--- config.mk ---
export PLATFORM = sky130hd
export DESIGN_NAME = go_to_goal_velocity_law_top
export DESIGN_NICKNAME = d
export VERILOG_FILES = /design/src/sv/gglaw_pkg.sv /design/src/sv/go_to_goal_velocity_law_top.sv /design/src/sv/gglaw_ctrl.sv /design/src/sv/gglaw_dpath.sv
export SDC_FILE = /design/constraint.sdc
export NUM_CORES = 2
export LEC_CHECK = 0
export BUFFER_PORTS_ARGS = -buffer_cell sky130_fd_sc_hd__buf_2
export CAP_MARGIN = 20
export CORE_ASPECT_RATIO = 0.5
export CORE_MARGIN = 2
export CORE_UTILIZATION = 50
export CTS_BUF_LIST = sky130_fd_sc_hd__clkbuf_4 sky130_fd_sc_hd__clkbuf_8
export DETAILED_ROUTE_END_ITERATION = 16
export PLACE_DENSITY = 0.78
export SLEW_MARGIN = 25
export SYNTH_ARGS = -nofsm -noshare
export SYNTH_HDL_FRONTEND = slang
export SYNTH_SLANG_ARGS = --single-unit
--- constraint.sdc ---
create_clock -name clock -period 13 [get_ports clock]
set_input_delay 0.65 -clock clock [delete_from_list [all_inputs] [get_ports clock]]
set_output_delay 0.65 -clock clock [all_outputs]
set_load 0.02 [all_outputs]
--- src/sv/gglaw_pkg.sv ---
// shared types and constants for the go-to-goal velocity law
package gglaw_pkg;

   localparam int unsigned TWO_PI_Q12   = 25736;
   localparam int unsigned FOUR_PI_Q12  = 51472;
   localparam int unsigned HALF_Q12     = 2048;
   localparam int unsigned PI_Q16       = 205887;
   localparam int unsigned INV_GAIN_Q20 = 636751;
   localparam int unsigned SPEED_CAP    = 32768;
   // reciprocals for exact floor division of a 17-bit tolerance
   localparam int unsigned RECIP_10     = 209716;  // 2^21 / 10 rounded up
   localparam int unsigned RECIP_100    = 167773;  // 2^24 / 100 rounded up
   localparam int unsigned TOL_RESET    = 655;
   localparam int unsigned GAIN_RESET   = 256;

   localparam logic [1:0] CSR_GOAL_TOLERANCE = 2'd0;
   localparam logic [1:0] CSR_SPEED_GAIN     = 2'd1;

   typedef enum logic [4:0] {
      ST_IDLE   = 5'b00001,
      ST_ROTATE = 5'b00010,
      ST_SCALE  = 5'b00100,
      ST_DECIDE = 5'b01000,
      ST_FINISH = 5'b10000
   } state_type;

   typedef struct packed {
      logic load;
      logic iterate;
      logic scale;
      logic decide;
      logic finish;
      logic stop;
   } cmd_type;

   typedef struct packed {
      logic out_blocked;
   } status_type;

   // atan(2^-i) in Q16
   function automatic logic [15:0] step_angle(input logic [5:0] i);
      logic [15:0] a;
      case (i)
         6'd0:    a = 16'd51472;
         6'd1:    a = 16'd30386;
         6'd2:    a = 16'd16055;
         6'd3:    a = 16'd8150;
         6'd4:    a = 16'd4091;
         6'd5:    a = 16'd2047;
         6'd6:    a = 16'd1024;
         6'd7:    a = 16'd512;
         6'd8:    a = 16'd256;
         6'd9:    a = 16'd128;
         6'd10:   a = 16'd64;
         6'd11:   a = 16'd32;
         6'd12:   a = 16'd16;
         6'd13:   a = 16'd8;
         6'd14:   a = 16'd4;
         6'd15:   a = 16'd2;
         6'd16:   a = 16'd1;
         default: a = 16'd0;
      endcase
      return a;
   endfunction

endpackage

--- src/sv/go_to_goal_velocity_law_top.sv ---
// top level of the go-to-goal velocity law block
// Each request carries the current pose and the goal pose and returns one
// velocity command. A control request runs the load, rotate, scale, decide
// and finish steps in order, the rotate steps on the single shared CORDIC
// vectoring unit that runs one rotation per cycle; a stop request skips to
// finish and returns a zero result. One request is in flight at a time;
// the result sits in an output register until taken, and a new request is
// accepted once the block has handed the previous result to that register.
// Configuration writes are taken on any cycle but are meant for idle periods;
// writing the tolerance clears the near-goal latch.
module go_to_goal_velocity_law_top import gglaw_pkg::*; #(
   parameter int CORDIC_ITERATIONS = 16
) (
   input  logic               clock,
   input  logic               reset,
   // request channel
   input  logic               req_valid,
   output logic               req_stall,
   input  logic               req_kind,
   input  logic signed [31:0] req_pos_x,
   input  logic signed [31:0] req_pos_y,
   input  logic signed [14:0] req_yaw,
   input  logic signed [31:0] req_target_x,
   input  logic signed [31:0] req_target_y,
   input  logic signed [14:0] req_target_yaw,
   // result channel
   output logic               rsp_valid,
   input  logic               rsp_stall,
   output logic [15:0]        rsp_linear_speed,
   output logic signed [12:0] rsp_angular_rate,
   output logic               rsp_near_goal,
   // register writes
   input  logic               csr_write,
   input  logic [1:0]         csr_index,
   input  logic [16:0]        csr_wdata
);

   cmd_type                              cmd;
   status_type                           status;
   logic [$clog2(CORDIC_ITERATIONS)-1:0] iter_idx;

   // sequencer
   gglaw_ctrl #(.CORDIC_ITERATIONS(CORDIC_ITERATIONS)) u_ctrl (
      .clock     (clock),
      .reset     (reset),
      .req_valid (req_valid),
      .req_kind  (req_kind),
      .req_stall (req_stall),
      .status    (status),
      .cmd       (cmd),
      .iter_idx  (iter_idx)
   );

   // arithmetic, registers and result slot
   gglaw_dpath #(.CORDIC_ITERATIONS(CORDIC_ITERATIONS)) u_dpath (
      .clock            (clock),
      .reset            (reset),
      .cmd              (cmd),
      .iter_idx         (iter_idx),
      .status           (status),
      .req_pos_x        (req_pos_x),
      .req_pos_y        (req_pos_y),
      .req_yaw          (req_yaw),
      .req_target_x     (req_target_x),
      .req_target_y     (req_target_y),
      .req_target_yaw   (req_target_yaw),
      .csr_write        (csr_write),
      .csr_index        (csr_index),
      .csr_wdata        (csr_wdata),
      .rsp_valid        (rsp_valid),
      .rsp_stall        (rsp_stall),
      .rsp_linear_speed (rsp_linear_speed),
      .rsp_angular_rate (rsp_angular_rate),
      .rsp_near_goal    (rsp_near_goal)
   );

endmodule

--- src/sv/gglaw_ctrl.sv ---
// sequencer for load, cordic rotation, scaling, decision and result hand-off
module gglaw_ctrl import gglaw_pkg::*; #(
   parameter int CORDIC_ITERATIONS = 16
) (
   input  logic                                 clock,
   input  logic                                 reset,
   input  logic                                 req_valid,
   input  logic                                 req_kind,
   output logic                                 req_stall,
   input  status_type                           status,
   output cmd_type                              cmd,
   output logic [$clog2(CORDIC_ITERATIONS)-1:0] iter_idx
);

   localparam int IW = $clog2(CORDIC_ITERATIONS);
   localparam logic [IW-1:0] LAST = IW'(CORDIC_ITERATIONS - 1);

   state_type     state_ff, state_in;
   logic [IW-1:0] cnt_ff, cnt_in;
   logic          stop_ff, stop_in;
   logic          accept;

   assign req_stall = (state_ff != ST_IDLE);
   assign accept    = req_valid && !req_stall;
   assign iter_idx  = cnt_ff;

   always_comb begin
      state_in = state_ff;
      cnt_in   = cnt_ff;
      stop_in  = stop_ff;
      cmd      = '0;
      case (state_ff)
         ST_IDLE: begin
            if (accept) begin
               stop_in  = req_kind;
               cmd.load = 1'b1;
               cnt_in   = '0;
               state_in = req_kind ? ST_FINISH : ST_ROTATE;
            end
         end
         ST_ROTATE: begin
            cmd.iterate = 1'b1;
            if (cnt_ff == LAST) begin
               state_in = ST_SCALE;
            end else begin
               cnt_in = cnt_ff + 1'b1;
            end
         end
         ST_SCALE: begin
            cmd.scale = 1'b1;
            state_in  = ST_DECIDE;
         end
         ST_DECIDE: begin
            cmd.decide = 1'b1;
            state_in   = ST_FINISH;
         end
         ST_FINISH: begin
            if (!status.out_blocked) begin
               cmd.finish = 1'b1;
               cmd.stop   = stop_ff;
               state_in   = ST_IDLE;
            end
         end
         default: state_in = ST_IDLE;
      endcase
   end

   always_ff @(posedge clock) begin
      if (reset) begin
         state_ff <= ST_IDLE;
         cnt_ff   <= '0;
         stop_ff  <= 1'b0;
      end else begin
         state_ff <= state_in;
         cnt_ff   <= cnt_in;
         stop_ff  <= stop_in;
      end
   end

   a_busy_after_accept: assert property (@(posedge clock) disable iff (reset)
      accept |=> req_stall) else $error("request taken while idle did not start work");
   a_cnt_bound: assert property (@(posedge clock) disable iff (reset)
      cnt_ff <= LAST) else $error("iteration counter out of range");
   a_finish_holds: assert property (@(posedge clock) disable iff (reset)
      (state_ff == ST_FINISH && status.out_blocked) |=> state_ff == ST_FINISH)
      else $error("result dropped while output slot full");

endmodule

--- src/sv/gglaw_dpath.sv ---
// cordic vectoring, distance scaling, heading error and speed datapath
module gglaw_dpath import gglaw_pkg::*; #(
   parameter int CORDIC_ITERATIONS = 16
) (
   input  logic                                 clock,
   input  logic                                 reset,
   input  cmd_type                              cmd,
   input  logic [$clog2(CORDIC_ITERATIONS)-1:0] iter_idx,
   output status_type                           status,
   input  logic signed [31:0]                   req_pos_x,
   input  logic signed [31:0]                   req_pos_y,
   input  logic signed [14:0]                   req_yaw,
   input  logic signed [31:0]                   req_target_x,
   input  logic signed [31:0]                   req_target_y,
   input  logic signed [14:0]                   req_target_yaw,
   input  logic                                 csr_write,
   input  logic [1:0]                           csr_index,
   input  logic [16:0]                          csr_wdata,
   output logic                                 rsp_valid,
   input  logic                                 rsp_stall,
   output logic [15:0]                          rsp_linear_speed,
   output logic signed [12:0]                   rsp_angular_rate,
   output logic                                 rsp_near_goal
);

   logic [16:0]        tol_ff;
   logic [12:0]        gain_ff;
   logic               latch_ff;
   logic signed [35:0] x_ff, y_ff;
   logic signed [20:0] z_ff;
   logic signed [14:0] yaw_ff, tyaw_ff;
   logic [34:0]        dist_ff;
   logic signed [16:0] bearing_ff;
   logic [47:0]        prod_ff;
   logic               turn_ff;
   logic signed [12:0] rate_ff;
   logic               rsp_valid_ff;
   logic [15:0]        speed_ff;
   logic signed [12:0] rate_out_ff;
   logic               near_out_ff;

   // load
   logic signed [35:0] dx, dy;
   assign dx = 36'(req_target_x) - 36'(req_pos_x);
   assign dy = 36'(req_target_y) - 36'(req_pos_y);

   // one cordic step
   logic signed [35:0] xs, ys;
   logic signed [20:0] ang;
   assign xs  = x_ff >>> iter_idx;
   assign ys  = y_ff >>> iter_idx;
   assign ang = $signed(21'(step_angle(6'(iter_idx))));

   // scale
   logic [34:0] xc;
   logic [54:0] mag_prod;
   logic signed [20:0] zr;
   assign xc       = x_ff[35] ? '0 : x_ff[34:0];
   assign mag_prod = 55'(xc) * 55'(INV_GAIN_Q20) + 55'(1 << 19);
   assign zr       = (z_ff + 21'sd8) >>> 4;

   // thresholds
   logic [34:0] t10p, t100p;
   logic [16:0] thr;
   logic        near;
   assign t10p  = 35'(tol_ff) * 35'(RECIP_10);
   assign t100p = 35'(tol_ff) * 35'(RECIP_100);
   assign thr   = latch_ff ? 17'(t10p >> 21) : 17'(t100p >> 24);
   assign near  = (dist_ff <= 35'(thr));

   function automatic logic signed [15:0] norm_pos(input logic signed [15:0] a);
      logic signed [15:0] r;
      r = a;
      if (r < 0) r = r + 16'sd25736;
      if (r >= 16'sd25736) r = r - 16'sd25736;
      return r;
   endfunction

   function automatic logic [21:0] mag(input logic signed [21:0] v);
      return v[21] ? 22'(-v) : 22'(v);
   endfunction

   localparam logic signed [21:0] TWO_PI  = 22'(TWO_PI_Q12);
   localparam logic signed [21:0] FOUR_PI = 22'(FOUR_PI_Q12);
   localparam logic signed [21:0] HALF    = 22'(HALF_Q12);

   logic signed [21:0] r0, r1, r2, err_near, err;
   always_comb begin
      r0 = 22'(bearing_ff) - 22'(yaw_ff);
      r1 = (mag(r0) > mag(r0 + TWO_PI)) ? r0 + TWO_PI : r0;
      if (mag(r1) > mag(r1 - TWO_PI)) begin
         r2 = r1 - TWO_PI;
      end else if (mag(r1) > mag(r1 - FOUR_PI)) begin
         r2 = r1 - FOUR_PI;
      end else begin
         r2 = r1;
      end
      err_near = 22'(norm_pos(norm_pos(16'(tyaw_ff)) - norm_pos(16'(yaw_ff))));
      err = near ? err_near : r2;
   end

   logic turn;
   assign turn = (err > HALF) || (err < -HALF);

   logic [39:0] speed_raw;
   assign speed_raw = prod_ff[47:8];

   always_ff @(posedge clock) begin
      if (cmd.load) begin
         yaw_ff  <= req_yaw;
         tyaw_ff <= req_target_yaw;
         if (dx < 0) begin
            x_ff <= -dx;
            y_ff <= -dy;
            z_ff <= (dy >= 0) ? 21'(PI_Q16) : -21'(PI_Q16);
         end else begin
            x_ff <= dx;
            y_ff <= dy;
            z_ff <= '0;
         end
      end else if (cmd.iterate) begin
         if (y_ff > 0) begin
            x_ff <= x_ff + ys;
            y_ff <= y_ff - xs;
            z_ff <= z_ff + ang;
         end else begin
            x_ff <= x_ff - ys;
            y_ff <= y_ff + xs;
            z_ff <= z_ff - ang;
         end
      end
      if (cmd.scale) begin
         dist_ff    <= 35'(mag_prod >> 20);
         bearing_ff <= zr[16:0];
      end
      if (cmd.decide) begin
         prod_ff <= 48'(dist_ff) * 48'(gain_ff);
         turn_ff <= turn;
         rate_ff <= err[21] ? -13'(HALF_Q12) : 13'(HALF_Q12);
      end
      if (cmd.finish) begin
         if (cmd.stop) begin
            speed_ff    <= '0;
            rate_out_ff <= '0;
         end else if (turn_ff) begin
            speed_ff    <= '0;
            rate_out_ff <= rate_ff;
         end else begin
            speed_ff    <= (speed_raw > 40'(SPEED_CAP)) ? 16'(SPEED_CAP) : speed_raw[15:0];
            rate_out_ff <= '0;
         end
         near_out_ff <= cmd.stop ? 1'b0 : latch_ff;
      end
   end

   always_ff @(posedge clock) begin
      if (reset) begin
         tol_ff       <= 17'(TOL_RESET);
         gain_ff      <= 13'(GAIN_RESET);
         latch_ff     <= 1'b0;
         rsp_valid_ff <= 1'b0;
      end else begin
         if (csr_write && csr_index == CSR_GOAL_TOLERANCE) begin
            tol_ff   <= csr_wdata;
            latch_ff <= 1'b0;
         end else if (cmd.finish && cmd.stop) begin
            latch_ff <= 1'b0;
         end else if (cmd.decide && near) begin
            latch_ff <= 1'b1;
         end
         if (csr_write && csr_index == CSR_SPEED_GAIN) begin
            gain_ff <= csr_wdata[12:0];
         end
         if (cmd.finish) begin
            rsp_valid_ff <= 1'b1;
         end else if (!rsp_stall) begin
            rsp_valid_ff <= 1'b0;
         end
      end
   end

   assign status.out_blocked = rsp_valid_ff && rsp_stall;
   assign rsp_valid          = rsp_valid_ff;
   assign rsp_linear_speed   = speed_ff;
   assign rsp_angular_rate   = rate_out_ff;
   assign rsp_near_goal      = near_out_ff;

endmodule
## Word level (Yosys, flattened, before mapping)

Memories as Yosys holds them, arrays and structs flattened. A register that Yosys moved wholly into a read port is not among the register bits.
Cells that the tools add are included.

- Flip-flop bits (word level): 309
- Bits in latches: 0
- Bits in writable memories: 0
- ROM bits: 256
- Input port bits: 183
- Output and inout bits: 32
- Logic and storage cells: 156
- Memories: 1

Memory list:

| memory | depth | width | rd ports | clocked after Yosys merged registers in | write ports | RTL line | source |
|---|---|---|---|---|---|---|---|
| (no name shown) | 16 | 16 | 1 | 1 | 0 | gglaw_pkg.sv:43 | `case (i)` |

- $add $sub $neg: 29
- $mul: 4
- Divide/modulo/power cells: 0
- Magnitude comparators: 16
- Equal/unequal tests: 13
- Shift operators: 2
- Muxes and demuxes: 51
- Bitwise operators: 1
- Reductions and logical operators: 18

Operator list:

| cell | number |
|---|---|
| $mux W36 | 8 |
| $mux W22 | 9 |
| $mux W16 | 7 |
| $neg A22 Y22 | 5 |
| $mux W21 | 5 |
| $add A36 B36 Y36 | 2 |
| $neg A36 Y36 | 2 |
| $sshr A36 B4 Y36 | 2 |
| $sub A36 B36 Y36 | 2 |
| $gt A22 B22 Y1 | 3 |
| $sub A32 B32 Y33 | 2 |
| $add A55 B20 Y55 const B | 1 |
| $mul A35 B20 Y55 const B | 1 |
| $ge A16 B16 Y1 const B | 3 |
| $mul A35 B13 Y48 | 1 |
| $sub A16 B16 Y16 const B | 3 |
| $gt A40 B16 Y1 const B | 1 |
| $ge A36 B1 Y1 const B | 1 |
| $gt A36 B1 Y1 const B | 1 |
| $lt A36 B1 Y1 const B | 1 |
| $le A35 B17 Y1 | 1 |
| $mul A17 B18 Y35 const B | 1 |
| $mux W35 | 1 |
| $mul A17 B16 Y33 const B | 1 |
| 43 further kinds | 70 |

## Logic depth before layout (Yosys ltp)

- Word-level depth: 15
- Depth in mapped cells: 54
- Mapped depth without buffers: 51

## Modules after synthesis

Synthesis repeated with hierarchy kept, for this count alone.

- Cells, all modules: 7,623
- Area total of the unflattened synthesis: 68,806.0 sq um

By module, submodules not included:

| module | instances | cells an instance | area each (sq um) | sequential area each (sq um) |
|---|---|---|---|---|
| gglaw_dpath | 1 | 7,564 | 68,286.7 | 7,727.4 |
| gglaw_ctrl | 1 | 59 | 519.2 | 200.2 |

## Least setup slack after synthesis

Ideal clock, no wire load.

- Path type: register to register
- Start point: reg u_dpath.yaw_ff[0]
- End point: reg u_dpath.turn_ff, data pin
- Library setup time: 0.259 ns
- Data arrival time: 10.731 ns
- Required time: 12.741 ns
- Slack: 2.010 ns
- Cell stages (with the launch flop): 53
- Buffers on the path: 5
- Clock period less this slack: 10.990 ns
- Path through: edfxtp_1 -> ha_1 -> fa_1 -> and2b_4 -> o22a_1 -> xor2_2 -> ha_1 -> clkbuf_1 -> nand4_1 -> nand2_2 -> a31oi_4 -> o211ai_2 -> and3_1 -> clkbuf_1 -> or2_2 -> clkbuf_1 -> nor2_1 -> xor2_1 -> [17 not listed] -> nand3_1 -> nor3_1 -> and2_1 -> a21oi_1 -> xor2_1 -> ha_1 -> nand4_1 -> or4_1 -> nor3_1 -> a21oi_1 -> o21ai_1 -> dlygate4sd1_1 -> nor2_1 -> o221a_2 -> nor2b_1 -> nor3b_1 -> a31oi_1 -> o31a_1

- Cells in the longest elaborated chain, start to end: 15
- Elaborated cells between the ends (all ways): 37
- Classes of those cells: add/sub (14); order compare (9); mux (13); reduce/logical (1)

RTL lines:

| what | RTL line | source |
|---|---|---|
| from (decl) | gglaw_dpath.sv:31 | `logic signed [14:0] yaw_ff, tyaw_ff;` |
| from (signal assigned) | gglaw_dpath.sv:110 | `yaw_ff <= req_yaw;` |
| $sub A17 B15 Y18 | gglaw_dpath.sv:89 | `r0 = 22'(bearing_ff) - 22'(yaw_ff);` |
| $add A22 B16 Y22 | gglaw_dpath.sv:90 | `r1 = (mag(r0) > mag(r0 + TWO_PI)) ? r0 + TWO_PI : r0;` |
| $neg A22 Y22 | gglaw_dpath.sv:80 | `return v[21] ? 22'(-v) : 22'(v);` |
| $mux W22 | gglaw_dpath.sv:80 |  |
| $gt A22 B22 Y1 | gglaw_dpath.sv:90 |  |
| $mux W22 | gglaw_dpath.sv:90 |  |
| $sub A22 B17 Y22 | gglaw_dpath.sv:93, gglaw_dpath.sv:94 |  |
| $neg A22 Y22 | gglaw_dpath.sv:80 |  |
| $mux W22 | gglaw_dpath.sv:80 |  |
| $gt A22 B22 Y1 | gglaw_dpath.sv:93 | `end else if (mag(r1) > mag(r1 - FOUR_PI)) begin` |
| $mux W22 | gglaw_dpath.sv:93 |  |
| $mux W22 | gglaw_dpath.sv:91 | `if (mag(r1) > mag(r1 - TWO_PI)) begin` |
| $mux W22 * | gglaw_dpath.sv:99 | `err = near ? err_near : r2;` |
| $gt A22 B13 Y1 or $lt A22 B12 Y1 (tied branches) | gglaw_dpath.sv:103 | `assign turn = (err > HALF) \|\| (err < -HALF);` |
| $logic_or A1 B1 Y1 * | gglaw_dpath.sv:103 |  |
| via u_dpath.turn | gglaw_dpath.sv:102 | `logic turn;` |
| to (signal assigned) | gglaw_dpath.sv:138 | `turn_ff <= turn;` |
| to (decl) | gglaw_dpath.sv:35 | `logic turn_ff;` |

The timed path passes the listed nets; every way through them passes the cells marked *.
A chain may end at the register's enable or synchronous reset.

## Final worst setup path

Same ends and word-level chain as after synthesis.

==> flow_metrics.py <==
metrics = {
    "status": {
        "status": "finished clean",
    },
    "setup_path": {
        "slowest_delay_ns": 0.53,
        "startpoint_type": "register",
        "path_class": "reg -> reg",
        "endpoint_kind": "register",
        "cp_slowest_cell": "a2111oi_2",
        "critPathMaxFanout": 19,
        "cp_common_cell": "ha_1",
        "required_ns": 13.47,
        "arrival_ns": 12.24,
    },
    "grt": {
        "grt_overflow_total": 0,
        "grt_max_degree": 73,
        "grt_usage_pct": 25.0,
        "antenna_found_initial": 5,
        "grt_pass1_vias": 53400,
        "grt_pass1_wl_microns": 282000,
    },
    "sta": {
        "maxSlewViolCount": 0,
        "hold_viol": 0,
        "worst_slew_pin_slew_ns": 0.992,
        "layout_worst_path_cycle_share_pct": 90.5,
        "setup_tns_ns": 0,
        "layout_min_cycle_time_ns": 11.76,
        "clock.fmax_mhz": 85.0,
        "finalSetupViolCount": 0,
        "max_slew_margin_pct": 33.7,
        "finalClockSkew_ns": 0.0365,
        "rsz0062_at_grt": "no",
    },
    "clocking": {
        "clk_latency_ns": 0.74,
        "cts_tree": "yes",
        "root_buffer": "clkbuf_8",
        "h-tree-depth": 2,
        "cts_inserted_buffers": 52,
        "clk_pin_slew_worst_paths_ns": 0.09,
        "cts-resized-gates": 0,
        "cts.path.max_buffers": 3,
        "clock-sinks": 294,
        "cts_setup_buffers": 0,
        "hold_buffers": 1,
    },
    "routing": {
        "finalWirelength_microns": 174000,
        "drc": 0,
        "vias_per_cell": 5.62,
        "drt_pre_antenna_iters": 7,
        "vias": 53000,
        "drtAntennaViolNets": 0,
        "routed-wl-met2_microns": 80400,
        "wirelength_met1_microns": 76800,
        "routed-wl-met3_microns": 13400,
        "top_layer": "met4",
        "wl_per_cell_microns": 18.5,
        "drt_iter0_drc": 4023,
    },
    "finish": {
        "final_cell_mix": "1209 x inv_1, 915 x fa_1, 881 x ha_1",
        "fin_util_pct": 53.6,
        "fill_cells": 11900,
        "nets": 9562,
        "final_common_cell": "inv_1",
        "drive_gt1_share_pct": 7.72,
        "synthToLayoutAreaGrowth_pct": 5.92,
        "fin_area_sq_mm": 0.0723,
    },
    "yosys": {
        "netlist_area_sq_mm": 0.0683,
        "yosys_warnings": 0,
        "syn-mean-instance-area_sq_um": 9.13,
        "synthCells": 7482,
        "ys.flop_type": "edfxtp_1",
        "synth_cell_types": 135,
        "synth_top_cell_area_share_pct": 26.8,
        "synth_area_leaders": "fa_1 27%, ha_1 16%, edfxtp_1 10%",
        "synth_edf_count": 236,
        "async_reset_ff_share_pct": 0,
        "ys_ff_latch": 294,
        "ys_seq_area_share_pct": 12.1,
        "synth_top_area_cell": "fa_1",
    },
    "hold_path": {
        "worstHoldPathType": "in -> reg",
    },
    "die": {
        "io_pins": 215,
        "die-height_microns": 265,
        "die-area_sq_mm": 0.140,
        "start_util_pct": 50.6,
        "die_x_microns": 527,
        "rows": 95,
        "core_area_sq_mm": 0.135,
    },
    "place": {
        "dpl.hpwl_microns": 144000,
        "routabilityCongestion": 0.994,
        "place_area_sq_mm": 0.0711,
        "io_buffers": 203,
    },
    "flow_run": {
        "maxCapViolations": 0,
    },
}
==> layer usage <==
metal | GRT usage (%) | vias up
li1 | - | 25100
met1 | 34.6 | 25800
met2 | 41.3 | 1873
met3 | 4.03 | 248
met4 | 5.80 | 0
met5 | 0 | -
==> state kept, by name, summed over array words and instances, names as in the netlist, 2 cells and up <==
name,flops
u_dpath.gain_ff,13
u_dpath.ang,16
u_dpath.dist_ff,35
u_dpath.yaw_ff,15
u_dpath.z_ff,21
u_ctrl.iter_idx,4
u_dpath.rsp_angular_rate,2
u_dpath.y_ff,36
u_dpath.bearing_ff,17
u_dpath.prod_ff,40
u_dpath.x_ff,36
u_dpath.rsp_linear_speed,16
u_dpath.tol_ff,17
u_ctrl.state_ff,5
u_dpath.tyaw_ff,15
==> path summary, 6_finish.rpt <==
path                                     from                                to  slack [ns]  cells past startpoint
max               u_dpath.yaw_ff[0]$_DFFE_PP_         u_dpath.turn_ff$_DFFE_PP_        1.24                     50
min                        req_target_yaw[13]     u_dpath.tyaw_ff[13]$_DFFE_PP_        0.08                      1
max reg2reg       u_dpath.yaw_ff[0]$_DFFE_PP_         u_dpath.turn_ff$_DFFE_PP_        1.24                     50
min reg2reg  u_dpath.gain_ff[12]$_SDFFE_PP0P_  u_dpath.gain_ff[12]$_SDFFE_PP0P_        0.45                      2
==> cells in the mapped netlist, types with 65 or more instances <==
cell and number:
nand3_1 97, and2_1 225, mux4_2 67, xnor2_1 351
nand2_1 727, xor2_1 187, clkbuf_1 162, nand4_1 65
nor2b_1 76, fa_1 915, a21o_1 125, nor3_1 130
a21oi_1 382, ha_1 881, inv_1 1211, edfxtp_1 236
o21ai_0 257, nor2_1 396, o21a_1 75
==> critical path: cells and delay by family, from the launching register on <==
kind | cells | cell delay [ns]
and+or+nand+nor | 23 | 4.93
AOI/OAI and AO/OA | 15 | 2.65
adders and majority gates | 6 | 2.00
xor gates and xnor gates | 4 | 1.09
buffers and inverters | 2 | 0.41
DFF | 1 | 0.40
==> cells by family (layout without fill, tap and decap cells) <==
kind of cell               count (synthesis)  after routing  synth area share (%)
buffers and inverters                   1445           1567                  8.18
other                                      2             27                0.0110
AOI/OAI and AO/OA                       1216           1216                  11.6
muxes                                    141            141                  3.33
adders and majority gates               1796           1796                  43.0
xor gates and xnor gates                 554            554                  7.37
DFF                                      294            294                  12.1
and+or+nand+nor                         2034           2034                  14.5
==> stage by stage <==
step	hold WS (ns)	worst slack [ns]	std cells
finish	0.0775	1.24	9423
global route	0.0296	0.223	9423
CTS	0.00178	1.39	9421
detailed placement	0.447	1.40	9322
global placement	0.442	1.51	9322
floorplan	0.445	2.01	7505
==> area by class of cell <==
class | count | area [sq um] | area share, %
Tap cell | 1794 | 2240 | 3.10
Clock inverter | 38 | 457 | 0.631
Inverter | 1214 | 4560 | 6.30
Antenna cell | 2 | 5.00 | 0.00692
Multi-Input combinational cell | 5766 | 54600 | 75.5
Sequential cell | 294 | 8260 | 11.4
Clock buffer | 60 | 782 | 1.08
Timing Repair Buffer | 255 | 1410 | 1.95
Power is left out: the tool's default activity adds up to more than one toggle a clock period on the data nets, which glitch-free logic cannot reach.
